==> config.mk <==
export PLATFORM = sky130hd
export DESIGN_NAME = suspendable_inactivity_timeout
export DESIGN_NICKNAME = d
export VERILOG_FILES = /design/src/sit_pkg.sv /design/src/sit_front.sv /design/src/sit_queue.sv /design/src/sit_back.sv /design/src/suspendable_inactivity_timeout.sv
export VERILOG_INCLUDE_DIRS = /design/src /design/src/src
export SDC_FILE = /design/constraint.sdc
export NUM_CORES = 1
export LEC_CHECK = 0
export ABC_AREA = 1
export BUFFER_PORTS_ARGS = -buffer_cell sky130_fd_sc_hd__buf_2
export CORE_MARGIN = 2
export CORE_UTILIZATION = 54
export CTS_CLUSTER_SIZE = 40
export DETAILED_ROUTE_END_ITERATION = 10
export MAX_ROUTING_LAYER = met4
export PLACE_DENSITY = 0.78
export REMOVE_ABC_BUFFERS = 1
export SLEW_MARGIN = 20
export SYNTH_ARGS = -nofsm -noshare
export SYNTH_HDL_FRONTEND = slang
export SYNTH_SLANG_ARGS = --single-unit
export TNS_END_PERCENT = 50
==> constraint.sdc <==
create_clock -name clk -period 3.6 [get_ports clk]
set_input_delay 0.36 -clock clk [delete_from_list [all_inputs] [get_ports clk]]
set_output_delay 0.36 -clock clk [all_outputs]
set_load 0.02 [all_outputs]
==> src/suspendable_inactivity_timeout_macros.svh <==
// ----------------------------------------------------------------------------
// Suspendable inactivity timeout assertion macros
// Clocked, reset-gated property helpers shared by the RTL.
// ----------------------------------------------------------------------------
`ifndef SUSPENDABLE_INACTIVITY_TIMEOUT_MACROS_SVH
`define SUSPENDABLE_INACTIVITY_TIMEOUT_MACROS_SVH

// same-cycle implication
`define SIT_ASSERT_NOW(lbl, ante, cons) \
  lbl: assert property (@(posedge clk) disable iff (!rst_n) (ante) |-> (cons)) \
    else $error("sit assertion failed: same-cycle check");

// next-cycle implication
`define SIT_ASSERT_NEXT(lbl, ante, cons) \
  lbl: assert property (@(posedge clk) disable iff (!rst_n) (ante) |=> (cons)) \
    else $error("sit assertion failed: next-cycle check");

`endif

==> src/sit_pkg.sv <==
// ----------------------------------------------------------------------------
// sit_pkg
// Types and constants shared by the suspendable inactivity timeout.
// ----------------------------------------------------------------------------
package sit_pkg;

  localparam int OP_W        = 3;
  localparam int DELAY_W     = 24;
  localparam int ID_W        = 32;
  localparam int EVENT_W     = 2;
  localparam int SRC_IDX_W   = 4;
  localparam int STATE_W     = 3;
  localparam int QUEUE_DEPTH = 2;
  localparam int QPTR_W      = $clog2(QUEUE_DEPTH);
  localparam int QCNT_W      = $clog2(QUEUE_DEPTH + 1);

  localparam logic [OP_W-1:0] OP_TICK    = 3'd0;
  localparam logic [OP_W-1:0] OP_REQUEST = 3'd1;
  localparam logic [OP_W-1:0] OP_STOP    = 3'd2;
  localparam logic [OP_W-1:0] OP_DIALOG  = 3'd3;
  localparam logic [OP_W-1:0] OP_SOURCE  = 3'd4;

  localparam logic [EVENT_W-1:0] EV_ACTIVATED   = 2'd0;
  localparam logic [EVENT_W-1:0] EV_DEACTIVATED = 2'd1;
  localparam logic [EVENT_W-1:0] EV_INTERRUPT   = 2'd2;

  localparam logic [STATE_W-1:0] ST_NONE      = 3'd0;
  localparam logic [STATE_W-1:0] ST_ACTIVE    = 3'd1;
  localparam logic [STATE_W-1:0] ST_SUSPENDED = 3'd2;
  localparam logic [STATE_W-1:0] ST_STOPPED   = 3'd3;
  localparam logic [STATE_W-1:0] ST_FINISHED  = 3'd4;

  typedef enum logic [2:0] {
    K_NOP        = 3'd0,
    K_TICK       = 3'd1,
    K_REQUEST    = 3'd2,
    K_STOP       = 3'd3,
    K_DIALOG     = 3'd4,
    K_ACTIVATE   = 3'd5,
    K_DEACTIVATE = 3'd6,
    K_INTERRUPT  = 3'd7
  } kind_t;

  typedef enum logic [4:0] {
    PH_NONE      = 5'b00001,
    PH_ACTIVE    = 5'b00010,
    PH_SUSPENDED = 5'b00100,
    PH_STOPPED   = 5'b01000,
    PH_FINISHED  = 5'b10000
  } phase_t;

  typedef struct packed {
    kind_t                kind;
    logic [DELAY_W-1:0]   delay_ticks;
    logic [ID_W-1:0]      stop_id;
    logic                 dialog_idle;
    logic [SRC_IDX_W-1:0] source_index;
  } cmd_t;

  function automatic logic [STATE_W-1:0] phase_code(input phase_t ph);
    logic [STATE_W-1:0] code;
    case (ph)
      PH_NONE:      code = ST_NONE;
      PH_ACTIVE:    code = ST_ACTIVE;
      PH_SUSPENDED: code = ST_SUSPENDED;
      PH_STOPPED:   code = ST_STOPPED;
      PH_FINISHED:  code = ST_FINISHED;
      default:      code = ST_NONE;
    endcase
    return code;
  endfunction

endpackage

==> src/sit_front.sv <==
// ----------------------------------------------------------------------------
// sit_front
// Classifies an incoming request into a command kind for the back end.
// ----------------------------------------------------------------------------
module sit_front #(
  parameter int SOURCES = 16
) (
  input  logic [sit_pkg::OP_W-1:0]      in_operation,
  input  logic [sit_pkg::DELAY_W-1:0]   in_delay_ticks,
  input  logic [sit_pkg::ID_W-1:0]      in_stop_id,
  input  logic                          in_dialog_idle,
  input  logic [sit_pkg::EVENT_W-1:0]   in_source_event,
  input  logic [sit_pkg::SRC_IDX_W-1:0] in_source_index,
  output sit_pkg::cmd_t                 cmd
);
  import sit_pkg::*;

  logic  src_in_range;
  kind_t kind;

  assign src_in_range = (32'(in_source_index) < SOURCES);

  always_comb begin
    case (in_operation)
      OP_TICK:    kind = K_TICK;
      OP_REQUEST: kind = K_REQUEST;
      OP_STOP:    kind = K_STOP;
      OP_DIALOG:  kind = K_DIALOG;
      OP_SOURCE: begin
        if (!src_in_range) begin
          kind = K_NOP;
        end else begin
          case (in_source_event)
            EV_ACTIVATED:   kind = K_ACTIVATE;
            EV_DEACTIVATED: kind = K_DEACTIVATE;
            EV_INTERRUPT:   kind = K_INTERRUPT;
            default:        kind = K_NOP;
          endcase
        end
      end
      default:    kind = K_NOP;
    endcase
  end

  always_comb begin
    cmd.kind         = kind;
    cmd.delay_ticks  = in_delay_ticks;
    cmd.stop_id      = in_stop_id;
    cmd.dialog_idle  = in_dialog_idle;
    cmd.source_index = in_source_index;
  end

endmodule

==> src/sit_queue.sv <==
// ----------------------------------------------------------------------------
// sit_queue
// Short command queue between the front and back ends.
// ----------------------------------------------------------------------------
module sit_queue (
  input  logic          clk,
  input  logic          rst_n,
  input  logic          push_valid,
  output logic          push_stall,
  input  sit_pkg::cmd_t push_cmd,
  output logic          pop_valid,
  input  logic          pop_stall,
  output sit_pkg::cmd_t pop_cmd
);
  import sit_pkg::*;

  cmd_t              mem_r [QUEUE_DEPTH];
  logic [QPTR_W-1:0] wr_ptr_r, wr_ptr_nxt;
  logic [QPTR_W-1:0] rd_ptr_r, rd_ptr_nxt;
  logic [QCNT_W-1:0] count_r, count_nxt;
  logic              do_push, do_pop;

  assign push_stall = (count_r == QCNT_W'(QUEUE_DEPTH));
  assign pop_valid  = (count_r != '0);
  assign pop_cmd    = mem_r[rd_ptr_r];
  assign do_push    = push_valid && !push_stall;
  assign do_pop     = pop_valid && !pop_stall;

  always_comb begin
    wr_ptr_nxt = wr_ptr_r;
    rd_ptr_nxt = rd_ptr_r;
    count_nxt  = count_r;
    if (do_push) begin
      wr_ptr_nxt = (wr_ptr_r == QPTR_W'(QUEUE_DEPTH - 1)) ? '0 : wr_ptr_r + QPTR_W'(1);
    end
    if (do_pop) begin
      rd_ptr_nxt = (rd_ptr_r == QPTR_W'(QUEUE_DEPTH - 1)) ? '0 : rd_ptr_r + QPTR_W'(1);
    end
    if (do_push && !do_pop) begin
      count_nxt = count_r + QCNT_W'(1);
    end else if (do_pop && !do_push) begin
      count_nxt = count_r - QCNT_W'(1);
    end
  end

  always_ff @(posedge clk) begin
    if (!rst_n) begin
      wr_ptr_r <= '0;
      rd_ptr_r <= '0;
      count_r  <= '0;
    end else begin
      wr_ptr_r <= wr_ptr_nxt;
      rd_ptr_r <= rd_ptr_nxt;
      count_r  <= count_nxt;
    end
  end

  always_ff @(posedge clk) begin
    if (do_push) begin
      mem_r[wr_ptr_r] <= push_cmd;
    end
  end

endmodule

==> src/sit_back.sv <==
// ----------------------------------------------------------------------------
// sit_back
// Executes commands on the timeout state and registers one result each.
// ----------------------------------------------------------------------------
`include "suspendable_inactivity_timeout_macros.svh"

module sit_back #(
  parameter int SOURCES    = 16,
  parameter int DELAY_BITS = 24
) (
  input  logic                        clk,
  input  logic                        rst_n,
  input  logic                        cmd_valid,
  output logic                        cmd_stall,
  input  sit_pkg::cmd_t               cmd,
  output logic                        out_valid,
  input  logic                        out_stall,
  output logic [sit_pkg::ID_W-1:0]    out_issued_id,
  output logic                        out_stop_ok,
  output logic                        out_fired,
  output logic [sit_pkg::STATE_W-1:0] out_timeout_state
);
  import sit_pkg::*;

  logic [DELAY_BITS-1:0] remaining_r, remaining_nxt;
  logic [DELAY_BITS-1:0] loaded_r, loaded_nxt;
  phase_t                phase_r, phase_nxt;
  logic [ID_W-1:0]       current_id_r, current_id_nxt;
  logic [ID_W-1:0]       next_id_r, next_id_nxt;
  logic                  id_valid_r, id_valid_nxt;
  logic                  dialog_idle_r, dialog_idle_nxt;
  logic [SOURCES-1:0]    held_r, held_nxt;

  logic                  out_valid_r;
  logic [ID_W-1:0]       issued_id_r, issued_id_nxt;
  logic                  stop_ok_r, stop_ok_nxt;
  logic                  fired_r, fired_nxt;
  logic [STATE_W-1:0]    state_r;

  logic                        pop;
  logic [DELAY_BITS+DELAY_W-1:0] delay_wide;
  logic [DELAY_BITS-1:0]       delay_trunc;
  logic [SOURCES-1:0]          src_bit;
  logic [SOURCES-1:0]          held_cleared;

  assign pop       = cmd_valid && (!out_valid_r || !out_stall);
  assign cmd_stall = !pop;

  assign delay_wide   = {{DELAY_BITS{1'b0}}, cmd.delay_ticks};
  assign delay_trunc  = delay_wide[DELAY_BITS-1:0];
  assign held_cleared = held_r & ~src_bit;

  always_comb begin
    for (int i = 0; i < SOURCES; i++) begin
      src_bit[i] = (32'(cmd.source_index) == i);
    end
  end

  always_comb begin
    remaining_nxt   = remaining_r;
    loaded_nxt      = loaded_r;
    phase_nxt       = phase_r;
    current_id_nxt  = current_id_r;
    next_id_nxt     = next_id_r;
    id_valid_nxt    = id_valid_r;
    dialog_idle_nxt = dialog_idle_r;
    held_nxt        = held_r;
    issued_id_nxt   = '0;
    stop_ok_nxt     = 1'b0;
    fired_nxt       = 1'b0;
    case (cmd.kind)
      K_TICK: begin
        if (phase_r == PH_ACTIVE) begin
          if (remaining_r <= DELAY_BITS'(1)) begin
            remaining_nxt = '0;
            fired_nxt     = 1'b1;
            phase_nxt     = PH_FINISHED;
          end else begin
            remaining_nxt = remaining_r - DELAY_BITS'(1);
          end
        end
      end
      K_REQUEST: begin
        held_nxt       = '0;
        loaded_nxt     = delay_trunc;
        current_id_nxt = next_id_r;
        next_id_nxt    = next_id_r + ID_W'(1);
        id_valid_nxt   = 1'b1;
        issued_id_nxt  = next_id_r;
        if (dialog_idle_r) begin
          remaining_nxt = delay_trunc;
          phase_nxt     = PH_ACTIVE;
        end else begin
          phase_nxt = PH_SUSPENDED;
        end
      end
      K_STOP: begin
        if (id_valid_r && (cmd.stop_id == current_id_r)) begin
          phase_nxt   = PH_STOPPED;
          stop_ok_nxt = 1'b1;
        end
      end
      K_DIALOG: begin
        dialog_idle_nxt = cmd.dialog_idle;
        if (cmd.dialog_idle && (held_r == '0)) begin
          if (phase_r == PH_SUSPENDED) begin
            remaining_nxt = loaded_r;
            phase_nxt     = PH_ACTIVE;
          end
        end else if (phase_r == PH_ACTIVE) begin
          phase_nxt = PH_SUSPENDED;
        end
      end
      K_ACTIVATE: begin
        held_nxt = held_r | src_bit;
        if (phase_r == PH_ACTIVE) begin
          phase_nxt = PH_SUSPENDED;
        end
      end
      K_DEACTIVATE: begin
        held_nxt = held_cleared;
        if (dialog_idle_r && (held_cleared == '0) && (phase_r == PH_SUSPENDED)) begin
          remaining_nxt = loaded_r;
          phase_nxt     = PH_ACTIVE;
        end
      end
      K_INTERRUPT: begin
        if (dialog_idle_r && (held_r == '0) && (phase_r == PH_SUSPENDED)) begin
          remaining_nxt = loaded_r;
          phase_nxt     = PH_ACTIVE;
        end
      end
      default: begin
      end
    endcase
  end

  always_ff @(posedge clk) begin
    if (!rst_n) begin
      remaining_r   <= '0;
      loaded_r      <= '0;
      phase_r       <= PH_NONE;
      current_id_r  <= '0;
      next_id_r     <= '0;
      id_valid_r    <= 1'b0;
      dialog_idle_r <= 1'b1;
      held_r        <= '0;
      out_valid_r   <= 1'b0;
    end else begin
      if (pop) begin
        remaining_r   <= remaining_nxt;
        loaded_r      <= loaded_nxt;
        phase_r       <= phase_nxt;
        current_id_r  <= current_id_nxt;
        next_id_r     <= next_id_nxt;
        id_valid_r    <= id_valid_nxt;
        dialog_idle_r <= dialog_idle_nxt;
        held_r        <= held_nxt;
        out_valid_r   <= 1'b1;
      end else if (!out_stall) begin
        out_valid_r <= 1'b0;
      end
    end
  end

  always_ff @(posedge clk) begin
    if (pop) begin
      issued_id_r <= issued_id_nxt;
      stop_ok_r   <= stop_ok_nxt;
      fired_r     <= fired_nxt;
      state_r     <= phase_code(phase_nxt);
    end
  end

  assign out_valid         = out_valid_r;
  assign out_issued_id     = issued_id_r;
  assign out_stop_ok       = stop_ok_r;
  assign out_fired         = fired_r;
  assign out_timeout_state = state_r;

  `SIT_ASSERT_NOW(a_active_is_free, phase_r == PH_ACTIVE, dialog_idle_r && (held_r == '0))
  `SIT_ASSERT_NEXT(a_expire_fires, pop && (cmd.kind == K_TICK) && (phase_r == PH_ACTIVE) && (remaining_r <= DELAY_BITS'(1)), (phase_r == PH_FINISHED) && fired_r && out_valid_r)
  `SIT_ASSERT_NEXT(a_request_clears, pop && (cmd.kind == K_REQUEST), (held_r == '0) && id_valid_r && (issued_id_r == current_id_r))
  `SIT_ASSERT_NEXT(a_stop_match, pop && (cmd.kind == K_STOP) && id_valid_r && (cmd.stop_id == current_id_r), (phase_r == PH_STOPPED) && stop_ok_r)

endmodule

==> src/suspendable_inactivity_timeout.sv <==
// ----------------------------------------------------------------------------
// suspendable_inactivity_timeout
// One-shot inactivity timeout that suspends while the dialog is busy or an
// activity source is held.
// ----------------------------------------------------------------------------
// channel  direction  handshake         payload
// in_      input      in_valid/in_stall operation, delay, stop id, dialog, source
// out_     output     out_valid/stall   issued id, stop ok, fired, timeout state
//
// One request per cycle while the output is not stalled; a result is valid once
// the request has passed the queue and been executed into the output register.
// The back end updates all timeout state once per request.
// Synchronous active-low reset clears control and timeout state; the dialog starts idle.
// A stalled output holds the back end; the two-entry queue absorbs the slip.
// ----------------------------------------------------------------------------
module suspendable_inactivity_timeout #(
  parameter int SOURCES    = 16,
  parameter int DELAY_BITS = 24
) (
  input  logic                          clk,
  input  logic                          rst_n,
  input  logic                          in_valid,
  output logic                          in_stall,
  input  logic [sit_pkg::OP_W-1:0]      in_operation,
  input  logic [sit_pkg::DELAY_W-1:0]   in_delay_ticks,
  input  logic [sit_pkg::ID_W-1:0]      in_stop_id,
  input  logic                          in_dialog_idle,
  input  logic [sit_pkg::EVENT_W-1:0]   in_source_event,
  input  logic [sit_pkg::SRC_IDX_W-1:0] in_source_index,
  output logic                          out_valid,
  input  logic                          out_stall,
  output logic [sit_pkg::ID_W-1:0]      out_issued_id,
  output logic                          out_stop_ok,
  output logic                          out_fired,
  output logic [sit_pkg::STATE_W-1:0]   out_timeout_state
);
  import sit_pkg::*;

  cmd_t front_cmd;
  cmd_t q_cmd;
  logic q_valid;
  logic q_stall;

  sit_front #(
    .SOURCES (SOURCES)
  ) u_front (
    .in_operation    (in_operation),
    .in_delay_ticks  (in_delay_ticks),
    .in_stop_id      (in_stop_id),
    .in_dialog_idle  (in_dialog_idle),
    .in_source_event (in_source_event),
    .in_source_index (in_source_index),
    .cmd             (front_cmd)
  );

  sit_queue u_queue (
    .clk        (clk),
    .rst_n      (rst_n),
    .push_valid (in_valid),
    .push_stall (in_stall),
    .push_cmd   (front_cmd),
    .pop_valid  (q_valid),
    .pop_stall  (q_stall),
    .pop_cmd    (q_cmd)
  );

  sit_back #(
    .SOURCES    (SOURCES),
    .DELAY_BITS (DELAY_BITS)
  ) u_back (
    .clk               (clk),
    .rst_n             (rst_n),
    .cmd_valid         (q_valid),
    .cmd_stall         (q_stall),
    .cmd               (q_cmd),
    .out_valid         (out_valid),
    .out_stall         (out_stall),
    .out_issued_id     (out_issued_id),
    .out_stop_ok       (out_stop_ok),
    .out_fired         (out_fired),
    .out_timeout_state (out_timeout_state)
  );

endmodule
### Word level (Yosys, flattened, before mapping)

Memory sizes are Yosys's and may differ from the RTL's. A register that Yosys moved wholly into a read port is not among the register bits.
Cells that the tools add are included.
Widths: inputs -> output; s select.

| word-level totals | value |
|---|---|
| bits in registers | 177 |
| bits in writable memories | 128 |
| input bits | 70 |
| output and inout port bits | 39 |
| memories | 1 |

| operators by class | value |
|---|---|
| $add $sub $neg | 6 |
| $lt $le $gt $ge | 1 |
| equality and inequality tests | 43 |
| muxes and demuxes | 34 |
| bitwise logic cells | 3 |
| reduce and logical (&&, ||, !) cells | 31 |

Memories:

| memory | depth | width | rd ports | clocked after Yosys merged registers in | wr ports | RTL line | RTL |
|---|---|---|---|---|---|---|---|
| u_queue.mem_r | 2 | 64 | 1 | 1 | 1 | sit_queue.sv:17 | `cmd_t mem_r [QUEUE_DEPTH];` |

Operators with widths:

| cell | number |
|---|---|
| $mux 24 | 7 |
| $pmux 24 s5 | 1 |
| $pmux 16 s3 | 1 |
| $mux 5 | 8 |
| $pmux 5 s7 | 1 |
| $add 32x1->32 const B | 1 |
| $eq 32x32->1 | 1 |
| $eq 4x4->1 const B | 8 |
| $logic_not 16->1 | 2 |
| $le 24x1->1 const B | 1 |
| $sub 24x1->24 const B | 1 |
| $and 16x16->16 | 1 |
| $eq 4x3->1 const B | 4 |
| $not 16->16 | 1 |
| $or 16x16->16 | 1 |
| $eq 3x3->1 const B | 5 |
| $pmux 3 s5 | 1 |
| $ne 2x1->1 const B | 7 |
| $eq 3x2->1 const B | 4 |
| $pmux 3 s4 | 1 |
| $logic_and 1x1->1 | 11 |
| $eq 5x2->1 const B | 2 |
| $eq 5x3->1 const B | 2 |
| $mux 1 | 10 |
| other kinds (23) | 36 |

### Longest topological paths before layout

Gate-level depths: netlist (run 1).

| depth | value |
|---|---|
| depth in word-level cells | 10 |
| gate-level depth with buffers | 20 |
| depth with buffers taken out | 19 |

### Cells and area by module

Synthesis (run 1) repeated with hierarchy kept, for this count alone.

| unflattened totals | value |
|---|---|
| cell total of the unflattened synthesis | 1572 |
| area total of the unflattened synthesis | 14794.2 um2 |

Modules (own cells, without submodules):

| module | instances | cells an instance | area each (um2) | seq. area each (um2) |
|---|---|---|---|---|
| sit_back | 1 | 1251 | 9043.7 | 3833.7 |
| sit_queue | 1 | 236 | 5167.5 | 3943.8 |
| sit_front | 1 | 85 | 583.1 | 0.0 |

### Worst setup path after synthesis (run 1)

Ideal clock, no wire load.

| timing | value |
|---|---|
| path kind | register to register |
| from | register u_queue.count_r[1] |
| to | memory u_queue.mem_r[1][0] (netlist bit), enable pin |
| library setup time | 0.488 ns |
| arrival | 3.213 ns |
| required time | 3.112 ns |
| slack | -0.101 ns |
| cell stages (with the launch flop) | 4 |
| period minus slack after synthesis | 3.701 ns |
| path through | dfxtp_1 inv_1 o21ai_0 nor2_1 |

| between the ends | value |
|---|---|
| word-level cells in the longest chain between the ends | 5 |

RTL lines:

| what | RTL line | RTL |
|---|---|---|
| start, declared | sit_queue.sv:20 | `logic [QCNT_W-1:0] count_r, count_nxt;` |
| start signal, assigned | sit_queue.sv:54 | `count_r <= count_nxt;` |
| $eq 2x2->1 | sit_queue.sv:23 | `assign push_stall = (count_r == QCNT_W'(QUEUE_DEPTH));` |
| $logic_not 1->1 | sit_queue.sv:26 | `assign do_push = push_valid && !push_stall;` |
| $logic_and 1x1->1 | sit_queue.sv:26 |  |
| $mux 1 | sit_queue.sv:59 | `if (do_push) begin` |
| $mux 1 (not written as such) | sit_queue.sv:60 | `mem_r[wr_ptr_r] <= push_cmd;` |
| end, declared | sit_queue.sv:17 |  |

No other way between the ends.

==> flow_summary_export.csv, run 1 <==
group,metric,value,unit
critical_path,worstPathRequired,4.02,ns
routing,viasPerCell,5.411,
routing,routedWlPerCell,16.08,um
placed_design,place_ws,0.6123,ns
final_layout,syn_to_final_growth,17.92,%
routing,drc,0,
clock_network,root_buffer,"clkbuf_16",
hold_path,min_path_type,"input port to flip-flop",
routing,antenna_left,0,
power_and_ir_drop,p_seq_share,35.4,%
synth,synth_sequential_area_ratio,54.69,%
power_and_ir_drop,power.switching,5.652,mW
clock_network,cts_buffer_depth,3,
timing,rsz0062_at_grt,"no",
final_layout,antenna_cells,0,
floorplan,dieArea,27650,um^2
floorplan,io-pin-count,109,
critical_path,endpoint_kind,"flip-flop",
floorplan,die_w,166.3,um
routing,drt_iter0_drc,1052,
clock_network,cts_tree,"built",
synth,ys_seq_elements,306,
final_layout,utilization,64.54,%
clock_network,clk_pin_slew_worst_paths,0.06,ns
global_routing,gr-total-overflow,0,
outcome,status,"finished clean",
power_and_ir_drop,sw_frac_of_total,40.24,%
placed_design,numPlacedInstances,2092,
power_and_ir_drop,power.leakage,6.778,nW
timing,final.setup.worst_slack,0.5431,ns
final_layout,final_cells,2209,
timing,worst_slew_pin_slew,0.9924,ns
clock_network,insertion_delay,0.58,ns
synth,synth_edf_count,165,
timing,fin_worst_skew,0.02620,ns
global_routing,grt_max_degree,66,
clock_network,ctsResizeCount,0,
synth,ys.flop_type,"edfxtp_1",
timing,fmax,327.1,MHz
clock_network,htreeDepth,1,
synth,ys_warn_count,0,
power_and_ir_drop,p_total,14.04,mW
routing,wl,35530,um
floorplan,core,25980,um^2
routing,drtPass1Iterations,6,
placed_design,routabilityCongestion,0.9215,
routing,vias,11950,
final_layout,fin_nets,1926,
flow_run,maxCapViolCount,0,
global_routing,grt_use_total,25.89,%
critical_path,cp_max_fo,28,
global_routing,grt_antenna_before_repair,0,
power_and_ir_drop,clock_power_share,23.6,%
clock_network,numCtsBuffers,31,
placed_design,hpwl,23610,um
final_layout,n_fill_cell,2198,
timing,max_slew_margin,33.84,%
clock_network,postCtsSetupBuffers,0,
critical_path,crit_type,"flip-flop to flip-flop",
floorplan,die_h,166.3,um
power_and_ir_drop,ir_worst_vdd,0.0005217,V
timing,hold_violations,0,
floorplan,initial_core_util,54.73,%
critical_path,startpoint_type,"flip-flop",
placed_design,portBuffers,108,
final_layout,drive_gt1_share,11.58,%
timing,fin_crit,3.057,ns
clock_network,cts_sinks,306,
synth,synthDistinctLibCells,51,
synth,syn_area,14220,um^2
timing,finalMaxSlewViolations,0,
power_and_ir_drop,p_int,8.393,mW
critical_path,arrival,3.48,ns
global_routing,grt_pass1_vias,11390,
synth,synth_cells,1686,
power_and_ir_drop,combPwrFrac,41.1,%
timing,setup_viol,0,
synth,postSynthAreaPerCell,8.435,um^2
clock_network,cts_hold_buf,59,
synth,synthArstFlopShare,0,%
floorplan,fp-row-count,59,
power_and_ir_drop,power_density,837.5,nW/um^2
timing,fin_crit_sh,84.92,%
global_routing,grt_pass1_wl,57110,um
==> synthesized netlist by cell type (all sizes together), types with 2 or more instances <==
| master | n | area share (%) |
|---|---|---|
| nor3b | 3 | 0.23 |
| o21ai | 120 | 4.3 |
| o22ai | 3 | 0.13 |
| o221ai | 11 | 0.68 |
| nor2 | 204 | 5.7 |
| clkinv | 3 | 0.079 |
| a211oi | 26 | 1.4 |
| nand2 | 432 | 12 |
| xor2 | 21 | 1.3 |
| clkbuf | 35 | 0.92 |
| nand3b | 8 | 0.42 |
| and3 | 14 | 0.62 |
| or2 | 2 | 0.088 |
| nor3 | 29 | 1.2 |
| edfxtp | 165 | 35 |
| mux2i | 18 | 1.3 |
| o21a | 3 | 0.16 |
| dfxtp | 141 | 20 |
| ha | 7 | 0.62 |
| inv | 180 | 4.8 |
| buf | 24 | 0.90 |
| nand4 | 15 | 0.66 |
| a31oi | 3 | 0.13 |
| nand3 | 92 | 3.2 |
| a21oi | 99 | 3.5 |
| a221oi | 4 | 0.25 |
| o21bai | 3 | 0.18 |
| nor4 | 13 | 0.62 |
==> cell usage in the layout, fill, tap and decap left out, drive strengths merged, types with 18 or more instances in the layout <==
cell	count
nand2	432
nor2	204
inv	182
edfxtp	165
dfxtp	141
buf	130
o21ai	120
a21oi	99
nand3	92
dlygate4sd3	59
clkbuf	38
nor3	29
a211oi	26
xor2	21
mux2i	18
==> cells by family after synthesis <==
kind of cell | count (synthesis) | share of synthesized area [%]
xor gates and xnor gates | 22 | 1.355
muxes | 18 | 1.267
DFF | 306 | 54.69
and+or+nand+nor | 813 | 24.39
buffers and inverters | 242 | 6.651
adders and majority gates | 7 | 0.6158
AOI/OAI and AO/OA | 278 | 11.03
==> layer usage <==
layer  vias up  wire [um]  GRT usage [%]
met3        51       2300          3.146
li1       5959          -              -
met2       395      16470          41.21
met5         -          0              -
met4         0        747          6.447
met1      5547      16020          35.70
==> sequential cells by signal (all words and copies together), names as in the netlist, named ones only <==
register and count:
u_back.loaded_r 24, u_back.out_fired 1, u_back.out_stop_ok 1, u_back.id_valid_r 1, u_back.out_timeout_state 3, u_queue.wr_ptr_r 1, u_queue.count_r 2, u_back.out_valid 1
u_back.remaining_r 24, u_queue.rd_ptr_r 1, u_back.current_id_r 32, u_back.next_id_r 32, u_back.phase_r 5, u_back.held_r 16, u_back.out_issued_id 32, u_back.dialog_idle_r 1
u_queue.mem_r 128
==> worst max-delay path, cell delays in order (launching register included) <==
cell      delay [ns]
dfxtp_2         0.61
buf_4           0.48
nand2_1         0.13
nand2_1         0.09
nand2_1         0.05
nand2_1         0.12
inv_1           0.05
nor2_1          0.12
nand3_1         0.12
nor2_1          0.18
nand3_1         0.13
nand2_1         0.12
nand3_1         0.10
o21bai_1        0.19
nand2_1         0.13
nor2_1          0.11
nand2_1         0.06
nand2_1         0.09
==> stage by stage <==
stage                     hold slack [ns]  area (um^2)  TNS, ns
after detailed placement           0.4461        15130        0
after global placement             0.4332        15130        0
after floorplan                    0.4239        13960  -150.41
final                             0.03728        16770        0
after CTS                        0.007686        16770        0
after global routing              0.02297        16770        0
==> final timing paths <==
path | endpoint | slack [ns] | startpoint | depth (start not counted)
max | u_back.out_timeout_state[0]$_DFFE_PP_ | 0.54 | flip-flop | 17
max reg2reg | u_back.out_timeout_state[0]$_DFFE_PP_ | 0.54 | flip-flop | 17
min reg2reg | u_back.loaded_r[18]$_SDFFE_PN0P_ | 0.46 | u_back.loaded_r[18]$_SDFFE_PN0P_ | 2
min | u_queue.mem_r[1][27]$_DFFE_PP_ | 0.04 | in_stop_id[22] | 1
==> final cells by class <==
| type | count | area, um^2 | area share (%) |
|---|---|---|---|
| repair buffers | 189 | 1321 | 7.879 |
| flip-flops and latches | 306 | 7779 | 46.39 |
| multi-input cells | 1138 | 5513 | 32.87 |
| well taps | 335 | 419.2 | 2.499 |
| clock inverters | 20 | 219.0 | 1.306 |
| inverters | 183 | 686.9 | 4.096 |
| clock buffers | 38 | 832.0 | 4.962 |
==> power by group through the flow <==
stage	registers [mW]	logic, mW	clock network (mW)
floorplan	5.26	3.73	0
global route	5.04	6.47	3.50
global placement	5.00	5.56	0
finish	4.97	5.77	3.31
detailed placement	5.01	5.67	0
CTS	4.95	5.75	3.35
(Power assumes the default switching activity.)
==> inputs of run 2 (changes only) <==
- clock period: 3.6 -> 2.6 ns (I/O delays scaled with it)
==> run 2 against run 1 <==
  * Final cell count grew 1.6%
  * Worst setup slack worse by 0.40 ns
  * Die area stayed put
  * Largest power group unchanged
  * Wire length is 3.8% higher
  * Global-route usage increased by 0.49 points
  * Total power up 44%
  * Highest routed layer unchanged
  * Utilization grew 2.2 points
  * Sequential share of layout area is 1.5 points lower
  * First-iteration DRC count is 14% higher
  * Clock power grew 30%
==> flow_summary_export.csv, run 2 (same netlist as run 1, synthesis figures left out) <==
group,metric,value,unit
floorplan,fp-row-count,59,
power_and_ir_drop,power.leakage,7.001,nW
clock_network,numCtsBuffers,31,
timing,fin_crit_sh,94.47,%
placed_design,hpwl,24560,um
placed_design,placed_area,15380,um^2
flow_run,maxCapViolCount,0,
clock_network,cts_buffer_depth,3,
final_layout,multiInputGateArea,5697,um^2
timing,worst_slew_pin_slew,0.8172,ns
critical_path,rr_worst_depth,14,
critical_path,worstPathRequired,2.93,ns
floorplan,die_h,166.3,um
critical_path,r2r_slack,0.14,ns
floorplan,io-pin-count,109,
final_layout,antenna_cells,0,
clock_network,htreeDepth,1,
timing,setup_viol,0,
global_routing,grt_antenna_before_repair,0,
critical_path,timing.rr.end,"u_back.out_timeout_state[1]$_DFFE_PP_",
routing,wl,36890,um
critical_path,cp_cell_sequence,"buf_6, nand2_1, nand2_2, nand2_1, nor2_1, nor2_1, nor2_1, nand3_2, o21bai_2, nand2_1, o21bai_1, nand3_1, nand2_1, nor2_1",
placed_design,place_ws,-0.1378,ns
final_layout,fin_area,17330,um^2
timing,fmax,407.1,MHz
final_layout,layout_common_cells,"409 x nand2_1, 178 x nor2_1, 172 x inv_1",
critical_path,cp_max_fo,9,
routing,viasPerCell,5.461,
routing,drc,0,
clock_network,cts_sinks,306,
routing,vias,12260,
hold_path,min_path_type,"input port to flip-flop",
critical_path,cp-endpoint,"u_back.out_timeout_state[1]$_DFFE_PP_",
timing,fin_worst_skew,0.008372,ns
placed_design,routabilityCongestion,0.9354,
critical_path,cp_slowest_cell,"dfxtp_4",
final_layout,top_register,"u_queue.mem_r",
timing,hold_ws,0.01348,ns
placed_design,numPlacedInstances,2115,
floorplan,initial_core_util,54.73,%
critical_path,crit_type,"flip-flop to flip-flop",
routing,drtPass1Iterations,8,
routing,drt_iter0_drc,1201,
timing,fin_crit,2.456,ns
floorplan,die_w,166.3,um
final_layout,final_common_cell,"nand2_1",
routing,antenna_left,0,
global_routing,grt_use_total,26.38,%
critical_path,endpoint_kind,"flip-flop",
floorplan,core,25980,um^2
critical_path,cp_top_family,"simple AND/OR/NAND/NOR gates",
critical_path,cpPeakStageDelay,0.44,ns
global_routing,grt_pass1_vias,11680,
timing,hold_violations,0,
clock_network,insertion_delay,0.57,ns
outcome,status,"finished clean",
timing,final.setup.worst_slack,0.1437,ns
global_routing,grt_max_degree,66,
routing,routedWlPerCell,16.43,um
final_layout,fin_nets,1963,
final_layout,syn_to_final_growth,21.85,%
final_layout,seq_area,7781,um^2
power_and_ir_drop,power_density,1164,nW/um^2
timing,max_slew_margin,45.46,%
timing,rsz0062_at_grt,"yes",
clock_network,cts_tree,"built",
placed_design,portBuffers,108,
clock_network,clk_pin_slew_worst_paths,0.06,ns
critical_path,startpoint_type,"flip-flop",
floorplan,dieArea,27650,um^2
critical_path,arrival,2.79,ns
critical_path,cp.depth,14,
power_and_ir_drop,p_total,20.18,mW
global_routing,gr-total-overflow,0,
final_layout,drive_gt1_share,15.29,%
final_layout,n_fill_cell,2141,
critical_path,worst-path-buf-inv,1,
final_layout,final_cells,2245,
clock_network,root_buffer,"clkbuf_16",
final_layout,largest_register_ffs,128,
power_and_ir_drop,ir_worst_vdd,0.0008373,V
timing,finalMaxSlewViolations,0,
global_routing,grt_pass1_wl,58200,um
## run 2: changes by cell type in the layout (fill, tap and decap cells not counted), sizes merged
cell	previous run	this run
inv	182	181
clkinvlp	2	1
clkbuf	38	44
bufinv	4	2
buf	130	161
dlygate4sd3	59	62
## run 2: how the worst min path moves through the flow
stage | start | end | slack (ns) | depth (start not counted)
2_1_floorplan | rst_n | u_back.dialog_idle_r$_SDFFE_PN1P_ | 0.34 | 1
3_3_place_gp | u_queue.rd_ptr_r$_SDFFE_PN0P_ | flip-flop | 0.43 | 1
3_5_place_dp | u_queue.rd_ptr_r$_SDFFE_PN0P_ | flip-flop | 0.44 | 1
4_1_cts | rst_n | u_back.current_id_r[27]$_SDFFE_PN0P_ | 0.005 | 3
5_1_grt | rst_n | u_back.current_id_r[27]$_SDFFE_PN0P_ | 0.04 | 3
6_report | rst_n | u_back.current_id_r[27]$_SDFFE_PN0P_ | 0.01 | 3
## run 2: where the power goes
part           total, mW  internal [mW]  switching (mW)
registers           6.87           6.28           0.595
logic               9.01           3.32            5.68
clock network       4.30           2.46            1.85
total               20.2           12.1            8.13
## run 2: per-layer routing
metal,share of wire [%],GRT usage (%),vias up
li1,-,-,6035
met1,45,35.92,5763
met2,47,42.40,396
met3,5.6,2.931,66
met4,2.5,7.196,0
met5,0,-,-
## run 2: stage by stage
step / TNS (ns) / util [%]
3_3_place_gp: -0.2107 / 59.17
5_1_grt: -0.1454 / 66.69
2_1_floorplan: -452.69 / -
4_1_cts: 0 / 65.38
6_report: 0 / 66.69
3_5_place_dp: -0.3517 / 59.17
## run 2: worst min-delay path, cell delays in order
cell,delay [ns]
buf_2,0.13
o21ai_0,0.10
a21oi_1,0.05
## run 2: layout make-up
| cell class | instances | share of cell area, % |
|---|---|---|
| clock buffer | 42 | 4.830 |
| clock inverter | 15 | 0.8231 |
| inverter | 183 | 4.036 |
| multi-input combinational | 1138 | 32.87 |
| sequential | 306 | 44.90 |
| tap | 335 | 2.419 |
| timing repair buffer | 225 | 10.06 |
| timing repair inverter | 1 | 0.05054 |
## run 2: repair_timing
action                                  CTS  global route
pin swaps                                 0            16
setup buffers                             0             7
gates resized for setup                   4            62
hold buffers                             62             0
hold endpoints to repair                123             0
cloned                                    0             4
endpoints found under the setup margin    4            57
